`config.mk`:
```
export PLATFORM = sky130hd
export DESIGN_NAME = clipped_line_rasterizer
export DESIGN_NICKNAME = d
export VERILOG_FILES = /design/src/rtl/core/clr_pkg.sv /design/src/rtl/core/clr_div.sv /design/src/rtl/core/clr_front.sv /design/src/rtl/core/clr_queue.sv /design/src/rtl/core/clr_back.sv /design/src/rtl/core/clipped_line_rasterizer.sv
export SDC_FILE = /design/constraint.sdc
export NUM_CORES = 2
export LEC_CHECK = 0
export BUFFER_PORTS_ARGS = -buffer_cell sky130_fd_sc_hd__buf_2
export CAP_MARGIN = 15
export CORE_ASPECT_RATIO = 0.8
export CORE_MARGIN = 2
export CORE_UTILIZATION = 45
export DETAILED_ROUTE_END_ITERATION = 10
export SYNTH_ARGS = -nofsm -noshare
export SYNTH_HDL_FRONTEND = slang
export SYNTH_HIERARCHICAL = 1
export SYNTH_SLANG_ARGS = --single-unit
```
`constraint.sdc`:
```
create_clock -name clock -period 10.3 [get_ports clock]
set_input_delay 2.06 -clock clock [delete_from_list [all_inputs] [get_ports clock]]
set_output_delay 2.06 -clock clock [all_outputs]
set_load 0.005 [all_outputs]
```
`src/rtl/core/clr_pkg.sv`:
```
package clr_pkg;

   localparam int SCREEN_W = 320;
   localparam int SCREEN_H = 200;

   localparam logic [15:0] SCREEN_W_ADDR = 16'(SCREEN_W);

   // Q16 constants for the clip parameters and the walk error.
   localparam logic [16:0]        T_ONE    = 17'h10000;
   localparam logic signed [29:0] ERR_ONE  = 30'sd65536;
   localparam logic signed [29:0] ERR_HALF = 30'sd32768;

   localparam logic KIND_START = 1'b0;
   localparam logic KIND_STEP  = 1'b1;

   localparam int QUEUE_DEPTH = 2;

   typedef enum logic [1:0] {
      CSR_CLIP_LEFT   = 2'd0,
      CSR_CLIP_TOP    = 2'd1,
      CSR_CLIP_RIGHT  = 2'd2,
      CSR_CLIP_BOTTOM = 2'd3
   } csr_index_type;

   typedef enum logic [3:0] {
      MODE_IDLE     = 4'b0001,
      MODE_STRAIGHT = 4'b0010,
      MODE_COL      = 4'b0100,
      MODE_ROW      = 4'b1000
   } mode_type;

   typedef struct packed {
      logic               kind;
      logic signed [11:0] x_start;
      logic signed [11:0] y_start;
      logic signed [11:0] x_end;
      logic signed [11:0] y_end;
      logic [23:0]        color;
   } req_type;

   typedef struct packed {
      logic        pixel_valid;
      logic [8:0]  pixel_x;
      logic [7:0]  pixel_y;
      logic [15:0] pixel_address;
      logic [23:0] pixel_color;
      logic        line_done;
   } rsp_type;

   typedef struct packed {
      logic [8:0] clip_left;
      logic [7:0] clip_top;
      logic [8:0] clip_right;
      logic [7:0] clip_bottom;
   } cfg_type;

   typedef struct packed {
      logic               is_start;
      mode_type           mode;
      logic signed [11:0] cur_col;
      logic signed [11:0] cur_row;
      logic signed [11:0] stop_col;
      logic signed [11:0] stop_row;
      logic signed [1:0]  col_dir;
      logic signed [1:0]  row_dir;
      logic [27:0]        err_step;
      logic [23:0]        color;
   } cmd_type;

endpackage

```
`src/rtl/core/clr_div.sv`:
```
module clr_div (
   input  logic        clock,
   input  logic        reset,
   input  logic        start,
   input  logic [31:0] dividend,
   input  logic [13:0] divisor,
   output logic        done,
   output logic [31:0] quotient
);

   logic        busy_ff, busy_in;
   logic        done_ff, done_in;
   logic [4:0]  cnt_ff, cnt_in;
   logic [14:0] rem_ff, rem_in;
   logic [31:0] quo_ff, quo_in;
   logic [13:0] den_ff, den_in;
   logic [14:0] shifted;
   logic [15:0] diff;

   always_comb begin
      busy_in  = busy_ff;
      done_in  = 1'b0;
      cnt_in   = cnt_ff;
      rem_in   = rem_ff;
      quo_in   = quo_ff;
      den_in   = den_ff;
      shifted  = {rem_ff[13:0], quo_ff[31]};
      diff     = {1'b0, shifted} - {2'b00, den_ff};
      if (start) begin
         busy_in = 1'b1;
         cnt_in  = '0;
         rem_in  = '0;
         quo_in  = dividend;
         den_in  = divisor;
      end else if (busy_ff) begin
         // Restoring division, one quotient bit per cycle.
         if (!diff[15]) begin
            rem_in = diff[14:0];
            quo_in = {quo_ff[30:0], 1'b1};
         end else begin
            rem_in = shifted;
            quo_in = {quo_ff[30:0], 1'b0};
         end
         cnt_in = cnt_ff + 5'd1;
         if (cnt_ff == 5'd31) begin
            busy_in = 1'b0;
            done_in = 1'b1;
         end
      end
   end

   always_ff @(posedge clock) begin
      if (reset) begin
         busy_ff <= 1'b0;
         done_ff <= 1'b0;
      end else begin
         busy_ff <= busy_in;
         done_ff <= done_in;
      end
   end

   always_ff @(posedge clock) begin
      cnt_ff <= cnt_in;
      rem_ff <= rem_in;
      quo_ff <= quo_in;
      den_ff <= den_in;
   end

   assign done     = done_ff;
   assign quotient = quo_ff;

endmodule

```
`src/rtl/core/clr_front.sv`:
```
module clr_front (
   input  logic              clock,
   input  logic              reset,
   input  logic              req_valid,
   output logic              req_ready,
   input  clr_pkg::req_type  req_data,
   input  clr_pkg::cfg_type  cfg,
   output logic              q_push,
   output clr_pkg::cmd_type  q_cmd,
   input  logic              q_full
);

   typedef enum logic [10:0] {
      F_IDLE  = 11'b000_0000_0001,
      F_CLASS = 11'b000_0000_0010,
      F_DSET  = 11'b000_0000_0100,
      F_DGO   = 11'b000_0000_1000,
      F_DWAIT = 11'b000_0001_0000,
      F_MUL   = 11'b000_0010_0000,
      F_RND   = 11'b000_0100_0000,
      F_ESET  = 11'b000_1000_0000,
      F_EGO   = 11'b001_0000_0000,
      F_EWAIT = 11'b010_0000_0000,
      F_PUSH  = 11'b100_0000_0000
   } fstate_type;

   function automatic logic signed [14:0] clamp(input logic signed [14:0] v,
                                                input logic signed [14:0] lo,
                                                input logic signed [14:0] hi);
      logic signed [14:0] res;
      res = v;
      if (res > hi) res = hi;
      if (res < lo) res = lo;
      return res;
   endfunction

   function automatic logic signed [1:0] sgn2(input logic signed [14:0] v);
      logic signed [1:0] res;
      res = 2'sb00;
      if (v > 15'sd0) res = 2'sb01;
      if (v < 15'sd0) res = 2'sb11;
      return res;
   endfunction

   fstate_type         state_ff, state_in;
   logic signed [14:0] x0_ff, x0_in, y0_ff, y0_in, x1_ff, x1_in, y1_ff, y1_in;
   logic signed [14:0] dx_ff, dx_in, dy_ff, dy_in;
   logic [23:0]        color_ff, color_in;
   logic [1:0]         idx_ff, idx_in;
   logic [16:0]        t0_ff, t0_in, t1_ff, t1_in;
   logic               neg_ff, neg_in, pneg_ff, pneg_in;
   logic [31:0]        div_a_ff, div_a_in;
   logic [13:0]        div_d_ff, div_d_in;
   logic signed [31:0] prod_ff, prod_in;
   logic signed [14:0] r_ff [4];
   logic signed [14:0] r_in [4];
   clr_pkg::cmd_type   cmd_ff, cmd_in;

   logic               div_start, div_done;
   logic [31:0]        div_quot;

   logic signed [14:0] l_s, t_s, r_s, b_s;
   logic               clip_empty;
   clr_pkg::cmd_type   step_cmd, rej_cmd;
   logic signed [14:0] p_v, q_v, n_v, ap_v;
   logic [13:0]        den_v;
   logic signed [31:0] num_v;
   logic [31:0]        mag_v;
   logic signed [31:0] rq_v, t0_ext, t1_ext;
   logic signed [31:0] t_ext, d_ext, sum_v;
   logic signed [14:0] base_v, ddx_v, ddy_v, adx_v, ady_v;
   logic signed [14:0] c0_v, r0_v, c1_v, r1_v;

   assign l_s = $signed({6'b0, cfg.clip_left});
   assign t_s = $signed({7'b0, cfg.clip_top});
   assign r_s = $signed({6'b0, cfg.clip_right});
   assign b_s = $signed({7'b0, cfg.clip_bottom});
   assign clip_empty = (cfg.clip_left >= cfg.clip_right) ||
                       (cfg.clip_top >= cfg.clip_bottom);

   // Operands of the current clip boundary ratio.
   always_comb begin
      case (idx_ff)
         2'd0: begin
            p_v = -dx_ff;
            q_v = x0_ff - l_s;
         end
         2'd1: begin
            p_v = dx_ff;
            q_v = r_s - 15'sd1 - x0_ff;
         end
         2'd2: begin
            p_v = -dy_ff;
            q_v = y0_ff - t_s;
         end
         default: begin
            p_v = dy_ff;
            q_v = b_s - 15'sd1 - y0_ff;
         end
      endcase
      n_v   = p_v[14] ? -q_v : q_v;
      ap_v  = p_v[14] ? -p_v : p_v;
      den_v = {ap_v[12:0], 1'b0};
      num_v = $signed({n_v, 17'b0}) + $signed({18'b0, ap_v[13:0]});
      // A negative numerator is floored by rounding its magnitude up.
      mag_v = num_v[31] ? ($unsigned(-num_v) + {18'b0, den_v} - 32'd1)
                        : $unsigned(num_v);
   end

   assign rq_v   = neg_ff ? -$signed(div_quot) : $signed(div_quot);
   assign t0_ext = $signed({15'b0, t0_ff});
   assign t1_ext = $signed({15'b0, t1_ff});
   assign t_ext  = $signed({15'b0, (idx_ff[1] ? t1_ff : t0_ff)});
   assign d_ext  = idx_ff[0] ? $signed({{17{dy_ff[14]}}, dy_ff})
                             : $signed({{17{dx_ff[14]}}, dx_ff});
   assign base_v = idx_ff[0] ? y0_ff : x0_ff;
   assign sum_v  = $signed({base_v[14], base_v, 16'b0}) + prod_ff + 32'sd32768;
   assign ddx_v  = r_ff[2] - r_ff[0];
   assign ddy_v  = r_ff[3] - r_ff[1];
   assign adx_v  = ddx_v[14] ? -ddx_v : ddx_v;
   assign ady_v  = ddy_v[14] ? -ddy_v : ddy_v;

   always_comb begin
      step_cmd          = '0;
      step_cmd.is_start = 1'b0;
      step_cmd.mode     = clr_pkg::MODE_IDLE;
      rej_cmd           = '0;
      rej_cmd.is_start  = 1'b1;
      rej_cmd.mode      = clr_pkg::MODE_IDLE;
      rej_cmd.color     = color_ff;

      state_in  = state_ff;
      x0_in     = x0_ff;
      y0_in     = y0_ff;
      x1_in     = x1_ff;
      y1_in     = y1_ff;
      dx_in     = dx_ff;
      dy_in     = dy_ff;
      color_in  = color_ff;
      idx_in    = idx_ff;
      t0_in     = t0_ff;
      t1_in     = t1_ff;
      neg_in    = neg_ff;
      pneg_in   = pneg_ff;
      div_a_in  = div_a_ff;
      div_d_in  = div_d_ff;
      prod_in   = prod_ff;
      r_in      = r_ff;
      cmd_in    = cmd_ff;
      div_start = 1'b0;
      q_push    = 1'b0;
      q_cmd     = step_cmd;
      req_ready = 1'b0;
      c0_v      = x0_ff;
      r0_v      = y0_ff;
      c1_v      = x1_ff;
      r1_v      = y1_ff;

      case (state_ff)
         F_IDLE: begin
            req_ready = !q_full;
            if (req_valid && !q_full) begin
               if (req_data.kind == clr_pkg::KIND_STEP) begin
                  q_push = 1'b1;
               end else begin
                  x0_in    = $signed({{3{req_data.x_start[11]}}, req_data.x_start}) + l_s;
                  y0_in    = $signed({{3{req_data.y_start[11]}}, req_data.y_start}) + t_s;
                  x1_in    = $signed({{3{req_data.x_end[11]}}, req_data.x_end}) + l_s;
                  y1_in    = $signed({{3{req_data.y_end[11]}}, req_data.y_end}) + t_s;
                  color_in = req_data.color;
                  state_in = F_CLASS;
               end
            end
         end
         F_CLASS: begin
            cmd_in   = rej_cmd;
            state_in = F_PUSH;
            if (!clip_empty) begin
               if (x0_ff == x1_ff) begin
                  c0_v = x0_ff;
                  c1_v = x0_ff;
                  r0_v = clamp(y0_ff, t_s, b_s - 15'sd1);
                  r1_v = clamp(y1_ff, t_s, b_s - 15'sd1);
               end else if (y0_ff == y1_ff) begin
                  r0_v = y0_ff;
                  r1_v = y0_ff;
                  c0_v = clamp(x0_ff, l_s, r_s - 15'sd1);
                  c1_v = clamp(x1_ff, l_s, r_s - 15'sd1);
               end
               if ((x0_ff == x1_ff && x0_ff >= l_s && x0_ff < r_s) ||
                   (x0_ff != x1_ff && y0_ff == y1_ff && y0_ff >= t_s && y0_ff < b_s)) begin
                  cmd_in.mode     = clr_pkg::MODE_STRAIGHT;
                  cmd_in.cur_col  = c0_v[11:0];
                  cmd_in.cur_row  = r0_v[11:0];
                  cmd_in.stop_col = c1_v[11:0];
                  cmd_in.stop_row = r1_v[11:0];
                  cmd_in.col_dir  = sgn2(c1_v - c0_v);
                  cmd_in.row_dir  = sgn2(r1_v - r0_v);
               end else if (x0_ff != x1_ff && y0_ff != y1_ff) begin
                  dx_in    = x1_ff - x0_ff;
                  dy_in    = y1_ff - y0_ff;
                  idx_in   = 2'd0;
                  t0_in    = '0;
                  t1_in    = clr_pkg::T_ONE;
                  state_in = F_DSET;
               end
            end
         end
         F_DSET: begin
            div_a_in = mag_v;
            div_d_in = den_v;
            neg_in   = num_v[31];
            pneg_in  = p_v[14];
            state_in = F_DGO;
         end
         F_DGO: begin
            div_start = 1'b1;
            state_in  = F_DWAIT;
         end
         F_DWAIT: begin
            if (div_done) begin
               if ((pneg_ff && rq_v > t1_ext) || (!pneg_ff && rq_v < t0_ext)) begin
                  cmd_in   = rej_cmd;
                  state_in = F_PUSH;
               end else begin
                  if (pneg_ff && rq_v > t0_ext) t0_in = rq_v[16:0];
                  if (!pneg_ff && rq_v < t1_ext) t1_in = rq_v[16:0];
                  idx_in = idx_ff + 2'd1;
                  if (idx_ff == 2'd3) begin
                     state_in = F_MUL;
                  end else begin
                     state_in = F_DSET;
                  end
               end
            end
         end
         F_MUL: begin
            prod_in  = t_ext * d_ext;
            state_in = F_RND;
         end
         F_RND: begin
            r_in[idx_ff] = sum_v[30:16];
            idx_in       = idx_ff + 2'd1;
            if (idx_ff == 2'd3) begin
               state_in = F_ESET;
            end else begin
               state_in = F_MUL;
            end
         end
         F_ESET: begin
            if (ddx_v == 15'sd0) begin
               cmd_in   = rej_cmd;
               state_in = F_PUSH;
            end else begin
               cmd_in          = rej_cmd;
               cmd_in.mode     = clr_pkg::MODE_COL;
               cmd_in.cur_col  = r_ff[0][11:0];
               cmd_in.cur_row  = r_ff[1][11:0];
               cmd_in.stop_col = r_ff[2][11:0];
               cmd_in.stop_row = r_ff[3][11:0];
               cmd_in.col_dir  = sgn2(ddx_v);
               cmd_in.row_dir  = sgn2(ddy_v);
               div_a_in        = {1'b0, ady_v, 16'b0};
               div_d_in        = adx_v[13:0];
               state_in        = F_EGO;
            end
         end
         F_EGO: begin
            div_start = 1'b1;
            state_in  = F_EWAIT;
         end
         F_EWAIT: begin
            if (div_done) begin
               cmd_in.err_step = div_quot[27:0];
               state_in        = F_PUSH;
            end
         end
         F_PUSH: begin
            q_cmd = cmd_ff;
            if (!q_full) begin
               q_push   = 1'b1;
               state_in = F_IDLE;
            end
         end
         default: begin
            state_in = F_IDLE;
         end
      endcase
   end

   always_ff @(posedge clock) begin
      if (reset) begin
         state_ff <= F_IDLE;
      end else begin
         state_ff <= state_in;
      end
   end

   always_ff @(posedge clock) begin
      x0_ff    <= x0_in;
      y0_ff    <= y0_in;
      x1_ff    <= x1_in;
      y1_ff    <= y1_in;
      dx_ff    <= dx_in;
      dy_ff    <= dy_in;
      color_ff <= color_in;
      idx_ff   <= idx_in;
      t0_ff    <= t0_in;
      t1_ff    <= t1_in;
      neg_ff   <= neg_in;
      pneg_ff  <= pneg_in;
      div_a_ff <= div_a_in;
      div_d_ff <= div_d_in;
      prod_ff  <= prod_in;
      r_ff     <= r_in;
      cmd_ff   <= cmd_in;
   end

   clr_div u_div (
      .clock    (clock),
      .reset    (reset),
      .start    (div_start),
      .dividend (div_a_ff),
      .divisor  (div_d_ff),
      .done     (div_done),
      .quotient (div_quot)
   );

endmodule

```
`src/rtl/core/clr_queue.sv`:
```
module clr_queue (
   input  logic             clock,
   input  logic             reset,
   input  logic             push,
   input  clr_pkg::cmd_type push_cmd,
   input  logic             pop,
   output clr_pkg::cmd_type head_cmd,
   output logic             full,
   output logic             empty
);

   localparam int PTR_W = $clog2(clr_pkg::QUEUE_DEPTH);

   clr_pkg::cmd_type entry_ff [clr_pkg::QUEUE_DEPTH];
   logic [PTR_W-1:0] wr_ptr_ff, wr_ptr_in, rd_ptr_ff, rd_ptr_in;
   logic [PTR_W:0]   count_ff, count_in;

   assign full     = (count_ff == (PTR_W+1)'(clr_pkg::QUEUE_DEPTH));
   assign empty    = (count_ff == '0);
   assign head_cmd = entry_ff[rd_ptr_ff];

   always_comb begin
      wr_ptr_in = push ? wr_ptr_ff + 1'b1 : wr_ptr_ff;
      rd_ptr_in = pop ? rd_ptr_ff + 1'b1 : rd_ptr_ff;
      count_in  = count_ff;
      if (push && !pop) count_in = count_ff + 1'b1;
      if (pop && !push) count_in = count_ff - 1'b1;
   end

   always_ff @(posedge clock) begin
      if (reset) begin
         wr_ptr_ff <= '0;
         rd_ptr_ff <= '0;
         count_ff  <= '0;
      end else begin
         wr_ptr_ff <= wr_ptr_in;
         rd_ptr_ff <= rd_ptr_in;
         count_ff  <= count_in;
      end
   end

   always_ff @(posedge clock) begin
      if (push) begin
         entry_ff[wr_ptr_ff] <= push_cmd;
      end
   end

endmodule

```
`src/rtl/core/clr_back.sv`:
```
module clr_back (
   input  logic             clock,
   input  logic             reset,
   input  logic             q_empty,
   output logic             q_pop,
   input  clr_pkg::cmd_type q_cmd,
   output logic             rsp_valid,
   input  logic             rsp_ready,
   output clr_pkg::rsp_type rsp_data
);

   typedef enum logic [2:0] {
      B_IDLE = 3'b001,
      B_ADV  = 3'b010,
      B_OUT  = 3'b100
   } bstate_type;

   bstate_type         bstate_ff, bstate_in;
   clr_pkg::mode_type  mode_ff, mode_in;
   logic signed [11:0] cur_col_ff, cur_col_in, cur_row_ff, cur_row_in;
   logic signed [11:0] stop_col_ff, stop_col_in, stop_row_ff, stop_row_in;
   logic signed [1:0]  col_dir_ff, col_dir_in, row_dir_ff, row_dir_in;
   logic signed [29:0] err_acc_ff, err_acc_in;
   logic [27:0]        err_step_ff, err_step_in;
   logic [23:0]        color_ff, color_in;
   logic [23:0]        last_ff, last_in;
   logic signed [11:0] pend_col_ff, pend_col_in, pend_row_ff, pend_row_in;
   logic               drawing_ff, drawing_in;
   logic [1:0]         k_ff, k_in, g_ff, g_in;
   clr_pkg::rsp_type   res_ff, res_in;
   logic               rsp_valid_ff, rsp_valid_in;
   clr_pkg::rsp_type   rsp_ff, rsp_in;

   logic signed [11:0] col_step, row_step, col_end, row_end;
   logic signed [29:0] err_add, err_sub;
   logic [15:0]        addr_v;
   logic               hit, fail, fin, load;
   logic [23:0]        key;

   assign col_step = cur_col_ff + {{10{col_dir_ff[1]}}, col_dir_ff};
   assign row_step = cur_row_ff + {{10{row_dir_ff[1]}}, row_dir_ff};
   assign col_end  = stop_col_ff + {{10{col_dir_ff[1]}}, col_dir_ff};
   assign row_end  = stop_row_ff + {{10{row_dir_ff[1]}}, row_dir_ff};
   assign err_add  = err_acc_ff + $signed({2'b00, err_step_ff});
   assign err_sub  = err_acc_ff - clr_pkg::ERR_ONE;
   assign addr_v   = {{4{pend_row_ff[11]}}, pend_row_ff} * clr_pkg::SCREEN_W_ADDR
                   + {{4{pend_col_ff[11]}}, pend_col_ff};
   assign key      = {cur_col_ff, cur_row_ff};

   always_comb begin
      bstate_in    = bstate_ff;
      mode_in      = mode_ff;
      cur_col_in   = cur_col_ff;
      cur_row_in   = cur_row_ff;
      stop_col_in  = stop_col_ff;
      stop_row_in  = stop_row_ff;
      col_dir_in   = col_dir_ff;
      row_dir_in   = row_dir_ff;
      err_acc_in   = err_acc_ff;
      err_step_in  = err_step_ff;
      color_in     = color_ff;
      last_in      = last_ff;
      pend_col_in  = pend_col_ff;
      pend_row_in  = pend_row_ff;
      drawing_in   = drawing_ff;
      k_in         = k_ff;
      g_in         = g_ff;
      res_in       = res_ff;
      q_pop        = 1'b0;
      hit          = 1'b0;
      fail         = 1'b0;
      fin          = 1'b0;
      load         = 1'b0;

      case (bstate_ff)
         B_IDLE: begin
            if (!q_empty) begin
               q_pop  = 1'b1;
               res_in = '0;
               k_in   = 2'd0;
               g_in   = 2'd0;
               if (q_cmd.is_start) begin
                  // A new line drops whatever was left of the previous one.
                  mode_in     = q_cmd.mode;
                  cur_col_in  = q_cmd.cur_col;
                  cur_row_in  = q_cmd.cur_row;
                  stop_col_in = q_cmd.stop_col;
                  stop_row_in = q_cmd.stop_row;
                  col_dir_in  = q_cmd.col_dir;
                  row_dir_in  = q_cmd.row_dir;
                  err_acc_in  = '0;
                  err_step_in = q_cmd.err_step;
                  color_in    = q_cmd.color;
                  last_in     = '1;
                  drawing_in  = 1'b0;
                  bstate_in   = B_ADV;
               end else if (!drawing_ff) begin
                  res_in.line_done = 1'b1;
                  bstate_in        = B_OUT;
               end else begin
                  res_in.pixel_valid   = 1'b1;
                  res_in.pixel_x       = pend_col_ff[8:0];
                  res_in.pixel_y       = pend_row_ff[7:0];
                  res_in.pixel_address = addr_v;
                  res_in.pixel_color   = color_ff;
                  bstate_in            = B_ADV;
               end
            end
         end
         B_ADV: begin
            // One iteration of the walk per cycle.
            case (mode_ff)
               clr_pkg::MODE_STRAIGHT: begin
                  hit = 1'b1;
                  if (cur_col_ff == stop_col_ff && cur_row_ff == stop_row_ff) begin
                     mode_in = clr_pkg::MODE_IDLE;
                  end else begin
                     cur_col_in = col_step;
                     cur_row_in = row_step;
                  end
               end
               clr_pkg::MODE_COL: begin
                  if (cur_col_ff == col_end) begin
                     mode_in = clr_pkg::MODE_IDLE;
                     fail    = 1'b1;
                  end else begin
                     hit        = 1'b1;
                     err_acc_in = err_add;
                     mode_in    = clr_pkg::MODE_ROW;
                  end
               end
               clr_pkg::MODE_ROW: begin
                  if (err_acc_ff >= clr_pkg::ERR_HALF) begin
                     if (cur_row_ff == row_end) begin
                        mode_in = clr_pkg::MODE_IDLE;
                        fail    = 1'b1;
                     end else begin
                        hit        = 1'b1;
                        cur_row_in = row_step;
                        err_acc_in = err_sub;
                     end
                  end else begin
                     cur_col_in = col_step;
                     mode_in    = clr_pkg::MODE_COL;
                     if (g_ff == 2'd3) begin
                        fail = 1'b1;
                     end else begin
                        g_in = g_ff + 2'd1;
                     end
                  end
               end
               default: begin
                  fail = 1'b1;
               end
            endcase

            if (fail) begin
               drawing_in = 1'b0;
               fin        = 1'b1;
            end else if (hit) begin
               // Skip a write that repeats the last pixel handed out.
               if (key != last_ff) begin
                  last_in     = key;
                  pend_col_in = cur_col_ff;
                  pend_row_in = cur_row_ff;
                  drawing_in  = 1'b1;
                  fin         = 1'b1;
               end else if (k_ff == 2'd3) begin
                  drawing_in = 1'b0;
                  fin        = 1'b1;
               end else begin
                  k_in = k_ff + 2'd1;
                  g_in = 2'd0;
               end
            end
            if (fin) begin
               res_in.line_done = !drawing_in;
               bstate_in        = B_OUT;
            end
         end
         B_OUT: begin
            if (!rsp_valid_ff || rsp_ready) begin
               load      = 1'b1;
               bstate_in = B_IDLE;
            end
         end
         default: begin
            bstate_in = B_IDLE;
         end
      endcase

      rsp_in       = load ? res_ff : rsp_ff;
      rsp_valid_in = load ? 1'b1 : (rsp_ready ? 1'b0 : rsp_valid_ff);
   end

   always_ff @(posedge clock) begin
      if (reset) begin
         bstate_ff    <= B_IDLE;
         mode_ff      <= clr_pkg::MODE_IDLE;
         cur_col_ff   <= '0;
         cur_row_ff   <= '0;
         stop_col_ff  <= '0;
         stop_row_ff  <= '0;
         col_dir_ff   <= '0;
         row_dir_ff   <= '0;
         err_acc_ff   <= '0;
         err_step_ff  <= '0;
         color_ff     <= '0;
         last_ff      <= '1;
         pend_col_ff  <= '0;
         pend_row_ff  <= '0;
         drawing_ff   <= 1'b0;
         k_ff         <= '0;
         g_ff         <= '0;
         rsp_valid_ff <= 1'b0;
      end else begin
         bstate_ff    <= bstate_in;
         mode_ff      <= mode_in;
         cur_col_ff   <= cur_col_in;
         cur_row_ff   <= cur_row_in;
         stop_col_ff  <= stop_col_in;
         stop_row_ff  <= stop_row_in;
         col_dir_ff   <= col_dir_in;
         row_dir_ff   <= row_dir_in;
         err_acc_ff   <= err_acc_in;
         err_step_ff  <= err_step_in;
         color_ff     <= color_in;
         last_ff      <= last_in;
         pend_col_ff  <= pend_col_in;
         pend_row_ff  <= pend_row_in;
         drawing_ff   <= drawing_in;
         k_ff         <= k_in;
         g_ff         <= g_in;
         rsp_valid_ff <= rsp_valid_in;
      end
   end

   always_ff @(posedge clock) begin
      res_ff <= res_in;
      rsp_ff <= rsp_in;
   end

   assign rsp_valid = rsp_valid_ff;
   assign rsp_data  = rsp_ff;

endmodule

```
`src/rtl/core/clipped_line_rasterizer.sv`:
```
// Steps go through the back end one at a time. A step with no pixel pending goes from the queue
// straight into the output register; otherwise it leaves the queue, walks (a repeated pixel and
// a column move each add a walk iteration) and then goes into the output register. A start
// request holds the front end for up to five passes of the shared divider plus the rounding
// multiplies. Reset is synchronous: it idles both sides, empties the queue and restores the
// full screen.
module clipped_line_rasterizer (
   input  logic             clock,
   input  logic             reset,
   input  logic             req_valid,
   output logic             req_ready,
   input  clr_pkg::req_type req_data,
   output logic             rsp_valid,
   input  logic             rsp_ready,
   output clr_pkg::rsp_type rsp_data,
   input  logic             csr_wr_en,
   input  logic [1:0]       csr_index,
   input  logic [8:0]       csr_wr_data
);

   clr_pkg::cfg_type cfg_ff;
   logic             q_push, q_pop, q_full, q_empty;
   clr_pkg::cmd_type push_cmd, head_cmd;

   always_ff @(posedge clock) begin
      if (reset) begin
         cfg_ff.clip_left   <= '0;
         cfg_ff.clip_top    <= '0;
         cfg_ff.clip_right  <= 9'(clr_pkg::SCREEN_W);
         cfg_ff.clip_bottom <= 8'(clr_pkg::SCREEN_H);
      end else if (csr_wr_en) begin
         case (csr_index)
            clr_pkg::CSR_CLIP_LEFT:   cfg_ff.clip_left   <= csr_wr_data;
            clr_pkg::CSR_CLIP_TOP:    cfg_ff.clip_top    <= csr_wr_data[7:0];
            clr_pkg::CSR_CLIP_RIGHT:  cfg_ff.clip_right  <= csr_wr_data;
            clr_pkg::CSR_CLIP_BOTTOM: cfg_ff.clip_bottom <= csr_wr_data[7:0];
            default: begin
            end
         endcase
      end
   end

   clr_front u_front (
      .clock     (clock),
      .reset     (reset),
      .req_valid (req_valid),
      .req_ready (req_ready),
      .req_data  (req_data),
      .cfg       (cfg_ff),
      .q_push    (q_push),
      .q_cmd     (push_cmd),
      .q_full    (q_full)
   );

   clr_queue u_queue (
      .clock    (clock),
      .reset    (reset),
      .push     (q_push),
      .push_cmd (push_cmd),
      .pop      (q_pop),
      .head_cmd (head_cmd),
      .full     (q_full),
      .empty    (q_empty)
   );

   clr_back u_back (
      .clock     (clock),
      .reset     (reset),
      .q_empty   (q_empty),
      .q_pop     (q_pop),
      .q_cmd     (head_cmd),
      .rsp_valid (rsp_valid),
      .rsp_ready (rsp_ready),
      .rsp_data  (rsp_data)
   );

`ifndef SYNTHESIS
   a_no_overflow: assert property (@(posedge clock) disable iff (reset)
      q_push |-> !q_full) else $error("command pushed into a full queue");

   a_no_underflow: assert property (@(posedge clock) disable iff (reset)
      q_pop |-> !q_empty) else $error("command popped from an empty queue");

   a_blank_result: assert property (@(posedge clock) disable iff (reset)
      (rsp_valid && !rsp_data.pixel_valid) |->
         (rsp_data.pixel_color == '0 && rsp_data.pixel_address == '0))
      else $error("result without a pixel carries pixel data");
`endif

endmodule

```
==> insert_results.sql <==
INSERT INTO impl_metrics (metric_group, metric, value, unit) VALUES
('clock_tree', 'buffer_cell_driving_the_clock_tree_root', 'clkbuf_16', ''),
('layout', 'synthToLayoutAreaGrowth', '9.80', '%'),
('yosys', 'synth_fa_ha_area_frac', '0.172', ''),
('clock_tree', 'clock_tree_from_tritoncts', 'done', ''),
('layout', 'layout-drive-gt1-share', '0.101', ''),
('worst_setup_path', 'cp-end-kind', 'flop', ''),
('yosys', 'postSynthCellCount', '7053', ''),
('worst_setup_path', 'critPathLaunchType', 'flop', ''),
('sta', 'post-route-min-period', '9.14', 'ns'),
('placed_design', 'routabilityCongestion', '1.00', ''),
('worst_setup_path', 'cp_data_required_time', '10.75', 'ns'),
('worst_setup_path', 'cpPeakStageDelay', '0.62', 'ns'),
('layout', 'final.fill_count', '14297', ''),
('drt', 'detail_route.iter0.violations', '5254', ''),
('floorplanning', 'floorplan.io_pins', '150', ''),
('yosys', 'synth_top_family_by_area', 'adder cells', ''),
('job', 'timing.max_cap.violations', '0', ''),
('clock_tree', 'cts_hold_buf', '0', ''),
('sta', 'maxSlewViolCount', '0', ''),
('sta', 'setup_tns', '0', 'ns'),
('clock_tree', 'cts_resized', '0', ''),
('yosys', 'main_flop_type_after_synthesis', 'edfxtp_1', ''),
('yosys', 'yosys_warnings', '6', ''),
('worst_setup_path', 'crit_top_cell', 'a21oi_1', ''),
('worst_setup_path', 'critical_path.slowest_cell', 'or4b_2', ''),
('sta', 'maxSlewHeadroom', '0.124', ''),
('global_routing', 'grt-ovfl-total', '0', ''),
('yosys', 'yosys.cell_types.count', '120', ''),
('power_and_ir_drop', 'peakVddDrop', '0.468', 'mV'),
('status', 'run_status', 'finished, final reports clean', ''),
('yosys', 'top_area_cells_in_the_synthesized_netlist', 'edfxtp_1 (32%), ha_1 (9.2%), fa_1 (7.9%)', ''),
('worst_setup_path', 'worst-endpoint-arrival', '9.59', 'ns'),
('global_routing', 'grt_start_max_net_pins', '121', ''),
('yosys', 'mappedNetlistArea', '69800', 'um^2'),
('worst_setup_path', 'critPathKind', 'reg2reg', ''),
('sta', 'fin_hold_ws', '0.368', 'ns'),
('yosys', 'post-synth-top-area-fraction', '0.320', ''),
('drt', 'drt_wl_total', '211000', 'um'),
('clock_tree', 'clk-insertion-delay-late', '0.75', 'ns'),
('floorplanning', 'die-area', '158000', 'um^2'),
('drt', 'remaining_drc_errors', '0', ''),
('yosys', 'synthArstFlopShare', '0', ''),
('placed_design', 'dp_hpwl', '161000', 'um'),
('global_routing', 'first_global_vias', '50650', ''),
('clock_tree', 'clock_slew_seen_by_the_registers_of_the_worst_setup_and_hold_paths', '0.07', 'ns'),
('yosys', 'yosys.area.top_type', 'edfxtp_1', ''),
('clock_tree', 'h-tree-depth', '3', ''),
('sta', 'setup_slack', '1.16', 'ns'),
('floorplanning', 'floorplan.die.height', '356', 'um'),
('global_routing', 'grt_use_total', '0.263', ''),
('drt', 'vias', '53202', ''),
('yosys', 'synth_xor_area_frac', '0.0498', ''),
('placed_design', 'pre_cts_ws', '1.28', 'ns'),
('sta', 'setup_violations', '0', ''),
('drt', 'ant_nets', '0', ''),
('yosys', 'synth_area_per_cell', '9.89', 'um^2'),
('yosys', 'synth_seq_cells', '1007', ''),
('clock_tree', 'setup_fix_buffers_added_after_clock_tree_synthesis', '0', ''),
('clock_tree', 'cts_inserted_buffers', '106', ''),
('floorplanning', 'die_width', '444', 'um'),
('yosys', 'ys_seq_area_frac', '0.396', ''),
('floorplanning', 'core-area', '154000', 'um^2'),
('drt', 'drt-vias-per-instance', '5.75', ''),
('yosys', 'syn-num-nets', '7933', ''),
('global_routing', 'grt_pass1_wl', '317000', 'um'),
('drt', 'avgRoutedWirePerCell', '22.8', 'um'),
('yosys', 'synth-edff-count', '743', ''),
('sta', 'timing.final.crit_share', '0.887', ''),
('sta', 'max_freq', '109', 'MHz'),
('sta', 'setup_repair_after_global_routing_missed_its_margin', 'false', ''),
('placed_design', 'number_of_port_buffers', '149', '');
[layer usage]
| metal | vias up | track usage | share of wire |
|---|---|---|---|
| met2 | 1869 | 0.391 | 0.43 |
| li1 | 25025 | - | - |
| met5 | - | 0 | 0 |
| met3 | 234 | 0.0437 | 0.075 |
| met4 | 0 | 0.0658 | 0.024 |
| met1 | 26074 | 0.397 | 0.48 |
[area by class of cell]
type | instances | area [um^2] | share of cell area
Multi-Input combinational cell | 5114 | 38700 | 0.506
Timing Repair Buffer | 251 | 1550 | 0.0202
Sequential cell | 1007 | 27600 | 0.360
Clock buffer | 137 | 2940 | 0.0384
Clock inverter | 65 | 779 | 0.0102
Antenna cell | 1 | 2.50 | 0.0000327
Inverter | 648 | 2430 | 0.0318
Tap cell | 2030 | 2540 | 0.0332
[critical path, delay by kind of cell (launching register included)]
kind,cells,cell delay (ns)
AOI/OAI and AO/OA,20,3.42
xor gates and xnor gates,1,0.33
adders and majority gates,4,1.32
buffers and inverters,3,0.93
DFF,1,0.37
muxes,1,0.13
and+or+nand+nor,11,2.39
[flip-flops by register name, indices dropped and copies added (netlist names), 15 cells and up, named ones only]
signal,flops
u_back/rsp_data,53
u_front/dx_ff,15
u_front/r_ff,60
u_front/cmd_ff,107
u_front/t0_ff,17
u_back/last_ff,24
u_front/color_ff,24
u_front/u_div/quotient,32
u_back/res_ff,53
u_queue/entry_ff,218
u_front/prod_ff,16
u_front/t1_ff,17
cfg_ff,34
u_front/div_a_ff,32
u_front/dy_ff,15
u_back/color_ff,24
u_back/err_step_ff,28
u_back/err_acc_ff,30
[worst paths after layout]
kind                            depth (start not counted)                  endpoint  slack, ns                  from
worst min-delay path                                    0  u_front/u_div/den_ff[10]       0.37  u_front/div_d_ff[10]
worst max-delay path                                   40        u_front/cmd_ff[54]       1.16            cfg_ff[10]
worst max register to register                         40        u_front/cmd_ff[54]       1.16            cfg_ff[10]
worst min register to register                          0  u_front/u_div/den_ff[10]       0.37  u_front/div_d_ff[10]
[placed cells by master (no fill, tap or decap), types with 120 or more instances in the layout]
cell and n:
and2_1 214, nand3_1 123, nor2_1 565, inv_1 643, a21oi_1 435, mux2_2 169, buf_2 148, dfxtp_1 263
nand2b_1 120, nor3_1 121, edfxtp_1 743, fa_1 276, xnor2_1 237, nand2_1 621, xor2_1 152, o21ai_0 348
ha_1 514
[cells by family (layout without fill, tap and decap cells)]
| kind of cell | count (synthesis) | in the layout |
|---|---|---|
| buffers and inverters | 932 | 1101 |
| and+or+nand+nor | 2150 | 2150 |
| adders and majority gates | 791 | 791 |
| other | 1 | 2 |
| xor gates and xnor gates | 392 | 392 |
| DFF | 1007 | 1007 |
| muxes | 292 | 292 |
| AOI/OAI and AO/OA | 1488 | 1488 |
[where the power goes]
part / internal [uW] / switching (uW)
logic: 3530 / 5870
clock network: 2300 / 1740
registers: 5260 / 467
total: 11100 / 8080
[stage by stage]
| step | instances | utilization | instance area [um^2] | total power [uW] |
|---|---|---|---|---|
| after floorplan | 7053 | - | 69800 | 12100 |
| after global placement | 9047 | 0.472 | 72800 | 15000 |
| after global routing | 9252 | 0.496 | 76600 | 20600 |
| final | 9253 | 0.496 | 76600 | 19200 |
| after detailed placement | 9047 | 0.472 | 72800 | 15000 |
| after CTS | 9249 | 0.496 | 76600 | 19200 |
[cells in the mapped netlist (all sizes together), types with 169 or more instances]
cell type    n
a21oi      436
and2       216
clkbuf     221
dfxtp      264
edfxtp     743
fa         276
ha         515
inv        647
mux2       169
nand2      622
nor2       569
o21ai      370
xnor2      238
Power figures use the tool's default switching activity.
